**src/aff_pkg.sv**
```systemverilog
// ----------------------------------------------------------------------------
// aff_pkg
// Shared constants, types and helpers of the chunk frustum culling block.
// ----------------------------------------------------------------------------
package aff_pkg;

    // item opcodes
    localparam logic OP_TEST = 1'b0;
    localparam logic OP_LOAD = 1'b1;

    // plane store
    localparam int PLANE_COUNT = 6;
    localparam int PIDX_W      = 3;

    // field widths
    localparam int NRM_W = 16;   // Q1.14 normal component
    localparam int OFS_W = 32;   // Q16.16 plane offset
    localparam int CRD_W = 32;   // Q16.16 chunk corner

    // datapath widths
    localparam int CTR_W      = CRD_W + 1;       // corner plus half edge (half < 2^31)
    localparam int PROD_W     = CTR_W + NRM_W;   // Q.30 product
    localparam int DIST_W     = PROD_W + 3;      // sum of three products and offset
    localparam int SUMABS_W   = NRM_W + 1;       // |nx|+|ny|+|nz| <= 3*2^15
    localparam int HALF_SHIFT = 15;              // edge/2 in Q16.16 = edge << 15
    localparam int OFS_SHIFT  = 14;              // Q16.16 -> Q.30

    localparam int DEF_CHUNK_EDGE = 16;

    // APB register file
    localparam int  APB_ADDR_W      = 3;
    localparam int  APB_DATA_W      = 32;
    localparam logic REG_REJECT_SIDE = 1'b0;     // word index of reject_side

    // radius width for a given chunk edge
    function automatic int f_rad_w(input int edge_len);
        f_rad_w = SUMABS_W + $clog2(edge_len + 1) + HALF_SHIFT;
    endfunction

    // stage enables handed to the plane lanes
    typedef struct packed {
        logic en_s2;
        logic en_s3;
        logic en_s4;
    } t_pipe_ctl;

endpackage

```
**src/aff_plane_lane.sv**
```systemverilog
// ----------------------------------------------------------------------------
// aff_plane_lane
// One plane test: products, partial sums, distance, reject decision.
// ----------------------------------------------------------------------------
module aff_plane_lane
    import aff_pkg::*;
#(
    parameter int CHUNK_EDGE = DEF_CHUNK_EDGE
) (
    input  logic                            i_clk,
    input  t_pipe_ctl                       i_ctl,
    input  logic signed [CTR_W-1:0]         i_cx,
    input  logic signed [CTR_W-1:0]         i_cy,
    input  logic signed [CTR_W-1:0]         i_cz,
    input  logic signed [NRM_W-1:0]         i_nx,
    input  logic signed [NRM_W-1:0]         i_ny,
    input  logic signed [NRM_W-1:0]         i_nz,
    input  logic signed [OFS_W-1:0]         i_offset,
    input  logic [f_rad_w(CHUNK_EDGE)-1:0]  i_radius,
    input  logic                            i_reject_side,
    output logic                            o_reject
);

    localparam int RAD_W = f_rad_w(CHUNK_EDGE);

    // stage 2: products
    logic signed [PROD_W-1:0] w_px, w_py, w_pz;
    logic signed [PROD_W-1:0] r_px, r_py, r_pz;
    logic signed [OFS_W-1:0]  r_ofs2;
    logic [RAD_W-1:0]         r_rad2;

    // stage 3: partial sums
    logic signed [DIST_W-1:0] w_ofs_q30;
    logic signed [DIST_W-1:0] r_sum_a, r_sum_b;
    logic [RAD_W-1:0]         r_rad3;

    // stage 4: distance
    logic signed [DIST_W-1:0] r_dist;
    logic [RAD_W-1:0]         r_rad4;

    logic signed [DIST_W-1:0] w_rad_s;
    logic signed [DIST_W-1:0] w_test;

    assign w_px = i_cx * i_nx;
    assign w_py = i_cy * i_ny;
    assign w_pz = i_cz * i_nz;

    always_ff @(posedge i_clk) begin
        if (i_ctl.en_s2) begin
            r_px   <= w_px;
            r_py   <= w_py;
            r_pz   <= w_pz;
            r_ofs2 <= i_offset;
            r_rad2 <= i_radius;
        end
    end

    assign w_ofs_q30 = {{(DIST_W-OFS_W-OFS_SHIFT){r_ofs2[OFS_W-1]}}, r_ofs2,
                        {OFS_SHIFT{1'b0}}};

    always_ff @(posedge i_clk) begin
        if (i_ctl.en_s3) begin
            r_sum_a <= DIST_W'(r_px) + DIST_W'(r_py);
            r_sum_b <= DIST_W'(r_pz) - w_ofs_q30;
            r_rad3  <= r_rad2;
        end
    end

    always_ff @(posedge i_clk) begin
        if (i_ctl.en_s4) begin
            r_dist <= r_sum_a + r_sum_b;
            r_rad4 <= r_rad3;
        end
    end

    // positive side: dist > rad  <=> rad - dist < 0
    // negative side: dist < -rad <=> dist + rad < 0
    assign w_rad_s  = signed'(DIST_W'(r_rad4));
    assign w_test   = i_reject_side ? (w_rad_s - r_dist) : (r_dist + w_rad_s);
    assign o_reject = w_test[DIST_W-1];

endmodule

```
**config.mk**
```make
export PLATFORM = sky130hd
export DESIGN_NAME = aff_plane_lane
export DESIGN_NICKNAME = d
export VERILOG_FILES = /design/src/aff_pkg.sv /design/src/aff_plane_lane.sv
export SDC_FILE = /design/constraint.sdc
export NUM_CORES = 2
export LEC_CHECK = 0
export BUFFER_PORTS_ARGS = -buffer_cell sky130_fd_sc_hd__buf_2
export CAP_MARGIN = 0
export CORE_MARGIN = 3
export CORE_UTILIZATION = 60
export CTS_CLUSTER_SIZE = 30
export DETAILED_ROUTE_END_ITERATION = 12
export GPL_TIMING_DRIVEN = 0
export PLACE_DENSITY_LB_ADDON = 0.25
export SLEW_MARGIN = 20
export SYNTH_ARGS = -nofsm -noshare
export SYNTH_HDL_FRONTEND = slang
export SYNTH_SLANG_ARGS = --single-unit
```
**constraint.sdc**
```tcl
create_clock -name i_clk -period 9.55 [get_ports i_clk]
set_input_delay 0 -clock i_clk [delete_from_list [all_inputs] [get_ports i_clk]]
set_output_delay 0 -clock i_clk [all_outputs]
set_load 0.03 [all_outputs]
```
==> out/metrics.cfg <==
[final_layout]
instances_no_fill = 9930
area_delta_synth_final_pct = 7.10
layout-drive-gt1-share_pct = 3.90
fin_nets = 10474
mostFrequentLayoutCells = inv_1, fa_1, nand2_1
final_cell_area_sq_um = 82000
layout_commonest_cell = inv_1

[place]
place_congestion = 0.993
pre_cts_ws_ns = 1.02
dp_hpwl_mm = 179
place_area_sq_um = 79800
dp_cells = 9761
port-buffer-count = 220

[routing]
drt_first_pass_iters = 6
route.detailed.drc = 0
routedWlPerCell_um = 21.3
via_count = 56095
drtIter0Drc = 4583
via_per_inst = 5.65
ant_nets = 0
wirelength_mm = 212

[critical_path]
reg2reg_from = r_px[0]
worstPathMaxFanout = 10
crit_family = adder cells
start_kind = input pin
cp_slowest_stage_delay_ns = 0.82
critical_path.slowest_cell = o41ai_1
critPathKind = in -> reg
arrival_ns = 8.43
endpoint_kind = register
path_buf_inv = 7
startpoint = i_nz[15]
path_common_cell = fa_1
required_ns = 9.85

[timing]
hold_viol = 0
report.final.slew_viol_count = 0
setup_viol = 0
period_needed_ns = 8.13
skew_ns = 0.0196
maxSlewHeadroom_pct = 21.0
fmax_mhz = 123
setup_ws_ns = 1.42
setup_tns_ns = 0
tightest_slew_ns = 1.18
period_share_pct = 85.2
rsz0062_at_grt = no

[logic_synthesis]
syn_inst = 7887
synth_fp_nets = 10130
syn_avg_cell_area_sq_um = 9.70
yosys_warnings = 0
ys_seq_area_share_pct = 17.3
ys_seq_elements = 442
synth_flop_cell = edfxtp_1
syn_area_sq_um = 76500
yosysUniqueCellTypes = 81
synth_enable_flop_cells = 442
async_flop_share_pct = 0

[die]
dieArea_sq_um = 132000
io_pins = 222
dieHeight_um = 363
std_cell_rows = 130
die_w_um = 363
start_util_pct = 60.7
core_sq_um = 126000

[cts]
clk_latency_ns = 0.56
cts_tree = built
postCtsResizedCells = 0
cts_sinks = 442
cts.clk_slew.worst_paths_ns = 0.06
postCtsSetupRepairBufs = 0
cts_inserted_buffers = 42
cts-root-buf = clkbuf_16
htree_num_levels = 2
clk_path_buf_depth = 3

[min_path]
holdCritPathClass = in -> reg
hp-start = i_cz[1]

[global_routing]
grt_max_degree = 92
grt_pass1_wl_mm = 329
grt_usage_pct = 32.8
gr-total-overflow = 0
grt_pass1_vias = 58458
antenna_found_initial = 14

[run]
maxCapViolations = 0

[run_status]
outcome = complete, no violations

kinds of logic (layout without fill, tap and decap cells):
group           count (synthesis)  after routing  synth area share, %
compound gates                844            844                 7.16
xor+xnor                      299            299                 3.42
fa+ha+maj                    2022           2022                 47.8
buf+inv                      2086           2463                 10.2
flops                         442            442                 17.3
mux                             1              1               0.0131
other cells                     0             16                    0
simple gates                 2193           2193                 14.0
metal layers:
| layer | vias up | part of all wire [%] | global-route usage, % |
|---|---|---|---|
| li1 | 24844 | - | - |
| met1 | 28485 | 40 | 44.7 |
| met2 | 2266 | 46 | 52.1 |
| met3 | 496 | 8.7 | 5.89 |
| met4 | 4 | 5.3 | 14.1 |
| met5 | - | 0.011 | 0 |
worst paths after layout:
kind,to,slack [ns],cells after the start
max,r_pz[45],1.42,25
max reg2reg,r_sum_a[48],5.14,14
min reg2reg,r_sum_b[3],0.42,0
min,r_pz[1],0.09,3
stage by stage:
stage	hold slack, ns	utilization, %
after CTS	0.0501	65.0
after global placement	0.178	63.2
after floorplan	0.0989	-
after global routing	0.0757	65.0
final	0.0889	65.0
after detailed placement	0.178	63.3
cell usage after synthesis, types with 5 or more instances:
| cell type | n | area [sq um] |
|---|---|---|
| and2_1 | 646 | 4040 |
| or2_2 | 10 | 62.6 |
| o211ai_1 | 17 | 128 |
| o21bai_1 | 38 | 285 |
| xor2_1 | 85 | 744 |
| nand3b_1 | 5 | 37.5 |
| a211o_1 | 6 | 52.6 |
| nor2b_1 | 43 | 269 |
| nor2_1 | 228 | 856 |
| a21boi_0 | 9 | 67.6 |
| inv_1 | 1813 | 6810 |
| nor4_1 | 9 | 56.3 |
| a41oi_1 | 10 | 87.6 |
| nor3_1 | 57 | 285 |
| nand2_1 | 973 | 3650 |
| and3_1 | 23 | 144 |
| or3_1 | 15 | 93.8 |
| o21ai_0 | 127 | 636 |
| nand3_1 | 49 | 245 |
| fa_1 | 1503 | 30100 |
| a221oi_1 | 10 | 87.6 |
| clkbuf_1 | 265 | 995 |
| a311o_1 | 6 | 60.1 |
| a221o_1 | 10 | 100 |
| o2111ai_1 | 9 | 78.8 |
| a21o_1 | 170 | 1280 |
| a31o_2 | 7 | 61.3 |
| a311oi_1 | 5 | 43.8 |
| edfxtp_1 | 442 | 13300 |
| a31oi_1 | 29 | 181 |
| a2111oi_0 | 6 | 52.6 |
| and4_1 | 8 | 70.1 |
| ha_1 | 519 | 6490 |
| nor3b_1 | 6 | 45.0 |
| a211oi_1 | 19 | 143 |
| o31ai_1 | 13 | 97.6 |
| a21oi_1 | 269 | 1350 |
| o21a_1 | 41 | 308 |
| nand2b_1 | 61 | 382 |
| xnor2_1 | 214 | 1870 |
| o31a_1 | 7 | 61.3 |
| nand4_1 | 41 | 257 |
state kept, by name, indices dropped and copies added, names as in the netlist:
signal   flops
r_dist      52
r_ofs2      32
r_px        49
r_py        49
r_pz        49
r_rad2      37
r_rad3      37
r_rad4      37
r_sum_a     50
r_sum_b     50
area by class of cell:
class                      count  area, sq um
fill                       10347        44100
clock buffer                  56         1170
clock inverter                21          168
timing repair buffer         300         1990
antenna                       16         40.0
multi-input combinational   5359        55400
buffer                       271         1030
inverter                    1815         6810
tap                         1650         2060
sequential                   442        13300
worst min-delay path, stage by stage:
cell and delay, ns:
buf_2 0.16, and2_1 0.16, ha_1 0.18
repair_timing:
action                                 in CTS  in global routing
hold buffers                               76                  0
endpoints found under the hold margin     203                  0
setup endpoints to repair                   0                  0
Power is left out: the tool's default activity adds up to more than one toggle a clock period on the data nets, which glitch-free logic cannot reach.
