$ cat config.mk
export PLATFORM = sky130hd
export DESIGN_NAME = aff_plane_store
export DESIGN_NICKNAME = d
export VERILOG_FILES = /design/src/aff_pkg.sv /design/src/aff_plane_store.sv
export SDC_FILE = /design/constraint.sdc
export NUM_CORES = 1
export LEC_CHECK = 0
export BUFFER_PORTS_ARGS = -buffer_cell sky130_fd_sc_hd__buf_2
export CORE_AREA = 10 10 300 302
export DETAILED_ROUTE_END_ITERATION = 7
export DIE_AREA = 0 0 310 312
export SETUP_SLACK_MARGIN = 0.02
export SLEW_MARGIN = 20
export SYNTH_ARGS = -nofsm -noshare
export SYNTH_HDL_FRONTEND = slang
export SYNTH_SLANG_ARGS = --single-unit
$ cat constraint.sdc
create_clock -name i_clk -period 14.3 [get_ports i_clk]
set_input_delay 1.43 -clock i_clk [delete_from_list [all_inputs] [get_ports i_clk]]
set_output_delay 1.43 -clock i_clk [all_outputs]
set_load 0.1 [all_outputs]
$ cat src/aff_pkg.sv
// ----------------------------------------------------------------------------
// aff_pkg
// Shared constants, types and helpers of the chunk frustum culling block.
// ----------------------------------------------------------------------------
package aff_pkg;

    // item opcodes
    localparam logic OP_TEST = 1'b0;
    localparam logic OP_LOAD = 1'b1;

    // plane store
    localparam int PLANE_COUNT = 6;
    localparam int PIDX_W      = 3;

    // field widths
    localparam int NRM_W = 16;   // Q1.14 normal component
    localparam int OFS_W = 32;   // Q16.16 plane offset
    localparam int CRD_W = 32;   // Q16.16 chunk corner

    // datapath widths
    localparam int CTR_W      = CRD_W + 1;       // corner plus half edge (half < 2^31)
    localparam int PROD_W     = CTR_W + NRM_W;   // Q.30 product
    localparam int DIST_W     = PROD_W + 3;      // sum of three products and offset
    localparam int SUMABS_W   = NRM_W + 1;       // |nx|+|ny|+|nz| <= 3*2^15
    localparam int HALF_SHIFT = 15;              // edge/2 in Q16.16 = edge << 15
    localparam int OFS_SHIFT  = 14;              // Q16.16 -> Q.30

    localparam int DEF_CHUNK_EDGE = 16;

    // APB register file
    localparam int  APB_ADDR_W      = 3;
    localparam int  APB_DATA_W      = 32;
    localparam logic REG_REJECT_SIDE = 1'b0;     // word index of reject_side

    // radius width for a given chunk edge
    function automatic int f_rad_w(input int edge_len);
        f_rad_w = SUMABS_W + $clog2(edge_len + 1) + HALF_SHIFT;
    endfunction

    // stage enables handed to the plane lanes
    typedef struct packed {
        logic en_s2;
        logic en_s3;
        logic en_s4;
    } t_pipe_ctl;

endpackage

$ cat src/aff_plane_store.sv
// ----------------------------------------------------------------------------
// aff_plane_store
// Six plane slots: normal, offset and precomputed projected radius.
// ----------------------------------------------------------------------------
module aff_plane_store
    import aff_pkg::*;
#(
    parameter int CHUNK_EDGE = DEF_CHUNK_EDGE
) (
    input  logic                              i_clk,
    input  logic                              i_rst_n,
    input  logic                              i_wr_en,
    input  logic [PIDX_W-1:0]                 i_wr_index,
    input  logic signed [NRM_W-1:0]           i_normal_x,
    input  logic signed [NRM_W-1:0]           i_normal_y,
    input  logic signed [NRM_W-1:0]           i_normal_z,
    input  logic signed [OFS_W-1:0]           i_offset,
    output logic signed [NRM_W-1:0]           o_nx     [PLANE_COUNT],
    output logic signed [NRM_W-1:0]           o_ny     [PLANE_COUNT],
    output logic signed [NRM_W-1:0]           o_nz     [PLANE_COUNT],
    output logic signed [OFS_W-1:0]           o_offset [PLANE_COUNT],
    output logic [f_rad_w(CHUNK_EDGE)-1:0]    o_radius [PLANE_COUNT]
);

    localparam int RAD_W   = f_rad_w(CHUNK_EDGE);
    localparam int UNITS_W = RAD_W - HALF_SHIFT;

    logic signed [NRM_W-1:0]  r_nx     [PLANE_COUNT];
    logic signed [NRM_W-1:0]  r_ny     [PLANE_COUNT];
    logic signed [NRM_W-1:0]  r_nz     [PLANE_COUNT];
    logic signed [OFS_W-1:0]  r_offset [PLANE_COUNT];
    logic [RAD_W-1:0]         r_radius [PLANE_COUNT];

    logic [NRM_W-1:0]    w_ax;
    logic [NRM_W-1:0]    w_ay;
    logic [NRM_W-1:0]    w_az;
    logic [SUMABS_W-1:0] w_sumabs;
    logic [UNITS_W-1:0]  w_units;
    logic [RAD_W-1:0]    w_radius;

    // |n| of -2^15 is 2^15, still fits unsigned 16 bits
    assign w_ax     = i_normal_x[NRM_W-1] ? NRM_W'(-i_normal_x) : NRM_W'(i_normal_x);
    assign w_ay     = i_normal_y[NRM_W-1] ? NRM_W'(-i_normal_y) : NRM_W'(i_normal_y);
    assign w_az     = i_normal_z[NRM_W-1] ? NRM_W'(-i_normal_z) : NRM_W'(i_normal_z);
    assign w_sumabs = SUMABS_W'(w_ax) + SUMABS_W'(w_ay) + SUMABS_W'(w_az);
    assign w_units  = UNITS_W'(w_sumabs) * UNITS_W'(CHUNK_EDGE);
    assign w_radius = {w_units, {HALF_SHIFT{1'b0}}};

    always_ff @(posedge i_clk) begin
        for (int i = 0; i < PLANE_COUNT; i++) begin
            if (!i_rst_n) begin
                r_nx[i]     <= '0;
                r_ny[i]     <= '0;
                r_nz[i]     <= '0;
                r_offset[i] <= '0;
                r_radius[i] <= '0;
            end else if (i_wr_en && (i_wr_index == PIDX_W'(i))) begin
                r_nx[i]     <= i_normal_x;
                r_ny[i]     <= i_normal_y;
                r_nz[i]     <= i_normal_z;
                r_offset[i] <= i_offset;
                r_radius[i] <= w_radius;
            end
        end
    end

    assign o_nx     = r_nx;
    assign o_ny     = r_ny;
    assign o_nz     = r_nz;
    assign o_offset = r_offset;
    assign o_radius = r_radius;

endmodule

==> impl_metrics.tcl, run 1 <==
set metrics [dict create \
    antenna_found_initial 5 \
    ctsHoldBuffers 0 \
    multiInputGateArea_sq_um 11300 \
    grt_first_pass_wirelength_mm 144 \
    yosysWarnings 0 \
    hpwl_mm 70.0 \
    place_congestion 0.784 \
    crit_path_end_kind "flip-flop" \
    max_freq_mhz 178 \
    path_clk_slew_ns 0.06 \
    num-nets-final 3602 \
    power_density_nw_per_um2 153 \
    ir_worst_vdd_mv 0.106 \
    grt_pass1_vias 20400 \
    rows 107 \
    tightestPinTransition_ns 1.02 \
    synth_edf_count 0 \
    drive_above_1_share_pct 23.8 \
    cp_data_required_time_ns 14.79 \
    drt-pass1-iter-count 5 \
    synth_seq_area_share_pct 47.6 \
    die-area_sq_um 96700 \
    cts_tree "built" \
    slew-limit-headroom_pct 32.0 \
    stdcell_count 4626 \
    finalSetupTns_ns 0 \
    syn_area_per_cell_sq_um 8.24 \
    final.period_utilization_pct 39.2 \
    cts.sinks 582 \
    status "completed" \
    synth_cell_types 56 \
    ctsResizeCount 0 \
    track_usage_pct 19.6 \
    p_clk_share_pct 40.7 \
    drc 0 \
    crit_type "in -> reg" \
    final.min_clock_period_ns 5.60 \
    die_h_microns 312 \
    grt_max_degree 241 \
    numCtsBuffers 71 \
    ctsHtreeMaxLevel 3 \
    power_frac_seq_pct 36.3 \
    vias 21500 \
    drt_iter0_drc 1455 \
    cp_max_fo 12 \
    ant_nets 0 \
    grt-ovfl-total 0 \
    dp_cells 4498 \
    synth_ff_type "dfxtp_1" \
    mostFrequentLayoutCells "nand2_1 (1080), buf_2 (666), dfxtp_1 (582), a21boi_0 (516), conb_1 (120)" \
    post_cts_buffers 0 \
    synth_area_sq_um 24500 \
    ios 788 \
    cp-start-kind "input port" \
    areaGrowthSynthToFinish_pct 24.8 \
    comb_power_share_pct 23.0 \
    async_flop_share_pct 0 \
    finalMaxSlewViolations 0 \
    root_buffer "clkbuf_16" \
    via_per_inst 4.65 \
    cts_buffer_depth 3 \
    p_sw_uw 1660 \
    setup_viol 0 \
    wl_per_cell_microns 21.7 \
    start_util_pct 29.0 \
    core_sq_um 84300 \
    arrival_ns 6.09 \
    intPower_uw 3010 \
    drt-total-wl_mm 101 \
    fillers 8678 \
    worstSkewPairLatency_ns 0.61 \
    p_leak_uw 0.0129 \
    skew_ns 0 \
    grt_setup_unrepaired "no" \
    port_buffers 667 \
    final-seq-area_sq_um 11700 \
    die_width_microns 310 \
    syn_inst 2968 \
    synth_seq_cells 582 \
    hold_viol 0 \
    hp-class "reg -> reg" \
    maxCapViolations 0 \
    mostFrequentLayoutCell "nand2_1" \
    swShare_pct 35.6 \
]
==> per-layer routing <==
layer	up-vias	GRT usage (%)	share of wire (%)
met5	-	0	0.012
met4	2	5.66	2.6
met3	126	6.22	9.1
met2	731	32.5	47
met1	10200	24.2	41
li1	10500	-	-
==> sequential cells by signal, indices dropped and copies added, names as in the netlist <==
name      count
o_nz         96
o_radius    102
o_nx         96
o_offset    192
o_ny         96
==> synth_stat cells, types with 3 or more instances <==
cell / count / area (sq um)
dfxtp_1: 582 / 11700
nand4_1: 6 / 37.5
nand3_1: 50 / 250
or2_2: 5 / 31.3
o21a_1: 5 / 37.5
a32oi_1: 6 / 52.6
buf_1: 25 / 93.8
o21ai_0: 59 / 295
inv_1: 34 / 128
o211a_1: 12 / 120
buf_4: 120 / 901
o41ai_1: 4 / 35.0
nor2_1: 18 / 67.6
o31ai_1: 7 / 52.6
a21boi_0: 517 / 3880
and3_1: 5 / 31.3
a211oi_1: 3 / 22.5
or4b_2: 7 / 70.1
xnor2_1: 14 / 123
ha_1: 18 / 225
o311ai_0: 18 / 158
or3_1: 10 / 62.6
nor2b_1: 10 / 62.6
nor3_1: 11 / 55.1
a31oi_1: 7 / 43.8
xor2_1: 31 / 272
nand2b_1: 6 / 37.5
clkbuf_1: 226 / 848
a21oi_1: 16 / 80.1
nand2_1: 1082 / 4060
mux2i_1: 5 / 50.1
or4_1: 4 / 30.0
fa_1: 17 / 340
==> through the flow <==
step	setup slack, ns	power (uW)	cell area, sq um	utilization (%)	hold WS (ns)
global route	8.38	4830	30500	36.2	0.477
finish	8.70	4670	30500	36.2	0.458
floorplan	8.44	2550	24900	-	0.887
CTS	8.40	4720	30500	36.2	0.462
global placement	7.80	2810	28100	33.3	0.447
detailed placement	7.75	2810	28100	33.3	0.455
==> worst paths after layout <==
kind | startpoint | endpoint | slack [ns] | cells after the start
setup / recovery | i_normal_y[3] | o_radius[182]$_SDFFE_PN0P_ | 8.70 | 15
hold / removal | o_offset[95]$_SDFFE_PN0P_ | o_offset[95]$_SDFFE_PN0P_ | 0.46 | 2
setup reg to reg | o_radius[182]$_SDFFE_PN0P_ | o_radius[182]$_SDFFE_PN0P_ | 13.46 | 2
hold reg to reg | o_offset[95]$_SDFFE_PN0P_ | o_offset[95]$_SDFFE_PN0P_ | 0.46 | 2
==> worst max-delay path, cell delays in order <==
cell      delay (ns)
buf_2           0.17
or4_4           0.55
or3_1           0.44
or4_1           0.45
o21ai_0         0.20
xor2_1          0.12
fa_1            0.53
inv_1           0.04
ha_1            0.39
a21oi_1         0.19
nor2b_1         0.06
o21a_1          0.18
a311oi_2        0.59
or4b_2          0.63
o311ai_0        0.12
==> power groups by stage <==
stage | Combinational (uW) | Sequential [uW] | Clock (uW)
after floorplan | 481 | 2060 | 0
after global placement | 1080 | 1730 | 0
after detailed placement | 1080 | 1730 | 0
after CTS | 1080 | 1690 | 1940
after global routing | 1140 | 1700 | 2000
final | 1070 | 1690 | 1900
==> logic make-up after synthesis <==
kind of cell	share of synthesized area [%]
and+or+nand+nor	20.0
xor gates and xnor gates	1.61
AOI/OAI and AO/OA	20.0
adders and majority gates	2.31
muxes	0.205
DFF	47.6
buffers and inverters	8.17
other	0.0153
==> cell type report <==
type | instances | area share [%]
inverter | 34 | 0.418
clock inverter | 31 | 1.43
tap | 1090 | 4.47
clock buffer | 95 | 6.62
sequential | 582 | 38.2
multi-input combinational | 2096 | 37.2
timing repair buffer | 696 | 11.7
antenna | 2 | 0.0164
Power figures use the tool's default switching activity.
==> inputs of run 2 (changes only) <==
Clock period 14.3 ns to 5.8 ns, I/O delays scaled along.
==> run 2 against run 1 <==
Final cell count grew 0.37%. Sequential power up 150%. Register-to-register slack got worse by 8.5 ns. Highest routed layer unchanged.
==> impl_metrics.tcl, run 2 (synthesis results as in run 1) <==
set metrics [dict create \
    cp-start-kind "input port" \
    finalSetupTns_ns 0 \
    track_usage_pct 20.0 \
    drive_above_1_share_pct 24.1 \
    intPower_uw 7380 \
    vias 21800 \
    crit_top_cell "or2_2" \
    arrival_ns 5.13 \
    grt_pass1_vias 21200 \
    comb_power_share_pct 23.3 \
    cpMaxStageDelayCell "or4b_2" \
    die_width_microns 310 \
    numCtsBuffers 70 \
    final.period_utilization_pct 79.9 \
    grt_max_degree 171 \
    timing.rr.start "o_radius[72]$_SDFFE_PN0P_" \
    place_congestion 0.841 \
    drt-pass1-iter-count 6 \
    ctsHoldBuffers 0 \
    antenna_found_initial 7 \
    max_freq_mhz 216 \
    drt-total-wl_mm 102 \
    die_h_microns 312 \
    ios 788 \
    drc 0 \
    ff2ff_setup_slack_ns 4.96 \
    ctsHtreeMaxLevel 3 \
    ant_nets 0 \
    min_path_cells 3 \
    grt-ovfl-total 0 \
    p_clk_share_pct 40.1 \
    final.min_clock_period_ns 4.64 \
    p_leak_uw 0.0130 \
    p_total_uw 11400 \
    cts_buffer_depth 3 \
    maxCapViolations 0 \
    skew_ns 0 \
    wl_per_cell_microns 21.9 \
    mostFrequentLayoutCell "nand2_1" \
    mostFrequentLayoutCells "nand2_1 (1080), buf_2 (666), dfxtp_1 (582), a21boi_0 (516), conb_1 (120)" \
    power_frac_seq_pct 36.6 \
    power_density_nw_per_um2 372 \
    start_util_pct 29.0 \
    cts_tree "built" \
    rows 107 \
    num-nets-final 3620 \
    worstHoldStart "i_offset[7]" \
    hpwl_mm 72.0 \
    root_buffer "clkbuf_16" \
    core_sq_um 84300 \
    min_to "o_offset[135]$_SDFFE_PN0P_" \
    ctsResizeCount 0 \
    ir_worst_vdd_mv 0.225 \
    hp-class "in -> reg" \
    largest_reg_flops 192 \
    die-area_sq_um 96700 \
    finalMaxSlewViolations 0 \
    cts.sinks 582 \
    worstPathCellList "buf_2 -> or2_2 -> or4_1 -> or2_2 -> or3_4 -> o31ai_4 -> xor2_1 -> fa_1 -> inv_1 -> ha_1 -> nor2b_1 -> o21a_1 -> a311oi_1 -> buf_4 -> or4b_2 -> o311ai_0" \
    swShare_pct 35.3 \
    status "completed" \
    setup_viol 0 \
    slew-limit-headroom_pct 40.6 \
    grt_first_pass_wirelength_mm 146 \
    hold_viol 0 \
    cp_max_fo 12 \
    max_stage_delay_ns 0.58 \
    post_cts_buffers 0 \
    path_clk_slew_ns 0.06 \
    timing.rr.end "o_radius[72]$_SDFFE_PN0P_" \
    cp_data_required_time_ns 6.29 \
    reg2reg_depth 2 \
    via_per_inst 4.69 \
    p_sw_uw 4030 \
    drt_iter0_drc 1326 \
    port_buffers 667 \
    crit_path_end_kind "flip-flop" \
    areaGrowthSynthToFinish_pct 25.5 \
    tightestPinTransition_ns 0.892 \
    worstSkewPairLatency_ns 0.61 \
    crit_type "in -> reg" \
    grt_setup_unrepaired "no" \
]
[run 2: changes by cell type in the layout (fill, tap and decap cells not counted), moves of 2 or more]
cell,previous run,this run
clkbuf_8,9,15
diode_2,2,4
buf_4,28,42
clkinv_2,14,8
buf_12,1,6
bufinv_16,8,6
[run 2: how the worst max path moves through the flow]
| stage | from | end |
|---|---|---|
| 2_1_floorplan | i_normal_x[0] | o_radius[108]$_SDFFE_PN0P_ |
| 3_3_place_gp | i_normal_x[0] | o_radius[34]$_SDFFE_PN0P_ |
| 4_1_cts | i_normal_x[0] | o_radius[182]$_SDFFE_PN0P_ |
| 6_report | i_normal_x[0] | o_radius[182]$_SDFFE_PN0P_ |
| 3_5_place_dp | i_normal_x[0] | o_radius[219]$_SDFFE_PN0P_ |
| 5_1_grt | i_normal_y[3] | o_radius[145]$_SDFFE_PN0P_ |
[run 2: layout make-up]
cell class | count | area, sq um
fill | 8776 | 53600
sequential | 582 | 11700
clock buffer | 100 | 2080
tap | 1090 | 1360
clock inverter | 22 | 340
antenna | 4 | 10.0
timing repair buffer | 715 | 3780
multi-input combinational | 2096 | 11300
inverter | 34 | 128
[run 2: power by group through the flow]
stage / clock (uW) / combinational (uW) / sequential [uW]
finish: 4580 / 2660 / 4180
global route: 4840 / 2820 / 4190
CTS: 4690 / 2680 / 4180
detailed placement: 0 / 2670 / 4270
global placement: 0 / 2670 / 4260
floorplan: 0 / 1190 / 5090
[run 2: layer usage]
| metal | vias to the layer above | GRT usage (%) | wire length (microns) |
|---|---|---|---|
| met5 | - | 0 | 34 |
| met4 | 6 | 6.72 | 2970 |
| met3 | 147 | 6.12 | 9620 |
| met2 | 799 | 33.5 | 48200 |
| met1 | 10300 | 24.0 | 40900 |
| li1 | 10500 | - | - |
[run 2: through the flow]
step	util [%]	worst slack [ns]	instances	instance area, sq um	hold WS [ns]
final	36.4	1.16	4643	30700	0.279
after global routing	36.4	0.890	4641	30700	0.271
after CTS	36.4	1.20	4639	30700	0.228
after detailed placement	33.5	0.569	4517	28300	0.453
after global placement	33.5	0.584	4517	28300	0.446
after floorplan	-	0.790	3087	24900	0.725
[run 2: worst max-delay path, delay by kind of cell]
family / cells / cell delay, ns
AOI/OAI and AO/OA: 4 / 0.75
xor gates and xnor gates: 1 / 0.12
adders and majority gates: 2 / 0.93
buffers and inverters: 3 / 0.43
and+or+nand+nor: 6 / 2.31
==> inputs of run 3 (changes only) <==
Settings changed: ABC_AREA set to 1, CORE_AREA 10 10 300 302 to 10 10 301 303, DIE_AREA 0 0 310 312 to 0 0 311 313.
Clock period 5.8 ns to 4.75 ns, I/O delays scaled along.
==> run 3 against run 2 <==
Register-to-register slack got worse by 1.0 ns. Final area is 5.3% lower. Synthesized cell count down 0.24%. Wire length down 0.98%. Clock skew did not move. Critical path type unchanged. Combinational power rose by 32%. Clock-buffer cell count is the same. Global-route usage shrank 0.50 points. Largest cell class unchanged.
==> impl_metrics.tcl, run 3 <==
set metrics [dict create \
    final.min_clock_period_ns 3.46 \
    drc 0 \
    syn_inst 2961 \
    synth_ff_type "dfxtp_1" \
    stdcell_count 4720 \
    synth_common_cells "nor2_1 (643), dfxtp_1 (582), o21ai_0 (493)" \
    yosysWarnings 0 \
    path_clk_slew_ns 0.06 \
    multiInputGateArea_sq_um 9330 \
    grt-ovfl-total 0 \
    slew-limit-headroom_pct 26.2 \
    synth.area.top_cells "dfxtp_1 (50%), o21ai_0 (11%), nor2_1 (10%)" \
    crit_path_end_kind "flip-flop" \
    grt_max_degree 194 \
    final-seq-area_sq_um 11700 \
    finalMaxSlewViolations 0 \
    antenna_found_initial 14 \
    die-area_sq_um 97300 \
    ctsResizeCount 0 \
    timing.rr.start "o_radius[146]$_SDFFE_PN0P_" \
    min_to "o_offset[95]$_SDFFE_PN0P_" \
    power_density_nw_per_um2 472 \
    cpMaxStageDelayCell "o21ai_0" \
    max_stage_delay_ns 0.57 \
    synth_top_cell_by_area "dfxtp_1" \
    setup_viol 0 \
    synth_seq_cells 582 \
    wl_per_cell_microns 21.3 \
    skew_ns 0 \
    ctsHtreeMaxLevel 3 \
    numCtsBuffers 66 \
    core_sq_um 84600 \
    port_buffers 667 \
    cts_tree "built" \
    post_cts_buffers 0 \
    syn_area_per_cell_sq_um 7.85 \
    ir_worst_vdd_mv 0.260 \
    die_h_microns 313 \
    cp-start-kind "input port" \
    finalSetupTns_ns 0 \
    swShare_pct 37.9 \
    p_sw_uw 5210 \
    dp_cells 4606 \
    synth_cell_types 38 \
    cts_buffer_depth 3 \
    drt-pass1-iter-count 7 \
    yosysMostFrequentCell "nor2_1" \
    worstPathCellList "buf_2 -> clkinv_1 -> ha_1 -> nand3_1 -> o21ai_0 -> nand2_1 -> xor2_1 -> inv_1 -> fa_1 -> inv_1 -> ha_1 -> nand2_1 -> inv_1 -> nand2_1 -> nand2_1 -> a21oi_1 -> nand2_1 -> nand2_1 -> nand3_1 -> nand2_1 -> inv_1" \
    ff2ff_setup_slack_ns 3.94 \
    placed_area_sq_um 26900 \
    num-nets-final 3651 \
    root_buffer "clkbuf_16" \
    power_frac_seq_pct 37.5 \
    ant_nets 0 \
    pre_cts_ws_ns 0.703 \
    fillers 8962 \
    crit_type "in -> reg" \
    mostFrequentLayoutCells "buf_2 (666), nor2_1 (643), dfxtp_1 (582), o21ai_0 (493), a21oi_1 (265)" \
    start_util_pct 27.5 \
    via_per_inst 4.59 \
    worstHoldStart "i_offset[31]" \
    reg2reg_depth 4 \
    synth_seq_area_share_pct 50.1 \
    ios 788 \
    hp-class "in -> reg" \
    hpwl_mm 70.3 \
    arrival_ns 3.95 \
    cts.sinks 582 \
    rows 107 \
    areaGrowthSynthToFinish_pct 25.0 \
    status "completed" \
    comb_power_share_pct 25.7 \
    cp_data_required_time_ns 5.24 \
    maxCapViolations 0 \
    mostFrequentLayoutCell "buf_2" \
    synth_area_sq_um 23300 \
    grt_setup_unrepaired "no" \
    async_flop_share_pct 0 \
    vias 21700 \
    final.period_utilization_pct 72.9 \
    tightestPinTransition_ns 1.11 \
    timing.rr.end "o_radius[146]$_SDFFE_PN0P_" \
    place_congestion 0.846 \
    grt_first_pass_wirelength_mm 144 \
    largest_reg_flops 192 \
    intPower_uw 8520 \
    die_width_microns 311 \
    worstSkewPairLatency_ns 0.60 \
    fin_ws_ns 1.29 \
    crit_top_cell "nand2_1" \
    finalInstanceArea_sq_um 29100 \
    synth_edf_count 0 \
    hold_viol 0 \
    drt-total-wl_mm 101 \
    drt_iter0_drc 1878 \
    grt_pass1_vias 20900 \
    synth_top_area_share_pct 50.1 \
    drive_above_1_share_pct 23.3 \
    p_clk_share_pct 36.9 \
    cp_max_fo 9 \
    ctsHoldBuffers 0 \
    min_path_cells 3 \
    track_usage_pct 19.5 \
    max_freq_mhz 289 \
    p_leak_uw 0.0149 \
]
run 3: cell types whose count changed after synthesis, moves of 18 or more:
cell / change
clkbuf_1: -129
a21oi_1: +249
o21ai_1: +53
a21boi_0: -517
buf_4: +20
clkinv_1: +21
o21ai_0: +434
o311ai_0: -18
nand3_1: +25
buf_2: +67
nand2_1: -920
inv_1: +160
nor2_1: +625
buf_1: -21
run 3: layer usage:
metal	wire length (microns)	vias up	GRT usage, %
li1	-	10400	-
met1	40100	10100	23.0
met2	46600	961	31.9
met3	9720	169	6.73
met4	4270	4	8.34
met5	33	-	0
run 3: cell type report:
type | instances | share of cell area (%)
Antenna cell | 2 | 0.0172
Clock buffer | 100 | 6.67
Clock inverter | 12 | 0.633
Inverter | 228 | 2.94
Multi-Input combinational cell | 1951 | 32.1
Sequential cell | 582 | 40.1
Tap cell | 1144 | 4.92
Timing Repair Buffer | 701 | 12.7
run 3: worst max path at each step:
stage,from,endpoint,slack (ns)
5_1_grt,i_normal_y[1],o_radius[70]$_SDFFE_PN0P_,1.01
6_report,i_normal_z[1],o_radius[146]$_SDFFE_PN0P_,1.29
2_1_floorplan,i_normal_x[0],o_radius[33]$_SDFFE_PN0P_,1.44
3_3_place_gp,i_normal_y[1],o_radius[144]$_SDFFE_PN0P_,0.76
4_1_cts,i_normal_y[1],o_radius[146]$_SDFFE_PN0P_,1.36
3_5_place_dp,i_normal_y[1],o_radius[144]$_SDFFE_PN0P_,0.70
run 3: logic make-up after synthesis:
| family | after synthesis | share of synthesized area, % |
|---|---|---|
| buffers and inverters | 547 | 11.7 |
| other | 1 | 0.0161 |
| adders and majority gates | 35 | 2.43 |
| and+or+nand+nor | 914 | 15.7 |
| xor gates and xnor gates | 42 | 1.58 |
| AOI/OAI and AO/OA | 840 | 18.4 |
| DFF | 582 | 50.1 |
run 3: power groups by stage:
stage	Combinational (uW)	Clock [uW]	Sequential, uW
2_1_floorplan	1450	0	6500
3_3_place_gp	3540	0	5250
3_5_place_dp	3550	0	5250
4_1_cts	3560	5200	5140
5_1_grt	3740	5380	5160
6_report	3520	5060	5150
run 3: worst max-delay path: cells and delay by family:
kind | cells | cell delay [ns]
buf+inv | 6 | 0.49
xor+xnor | 1 | 0.20
simple gates | 9 | 0.99
fa+ha+maj | 3 | 1.04
compound gates | 2 | 0.74
run 3: per-stage QoR:
step	power, uW	util [%]	hold slack [ns]
2_1_floorplan	7950	-	0.610
3_3_place_gp	8790	31.8	0.476
3_5_place_dp	8790	31.8	0.479
4_1_cts	13900	34.4	0.127
5_1_grt	14300	34.4	0.154
6_report	13700	34.4	0.183
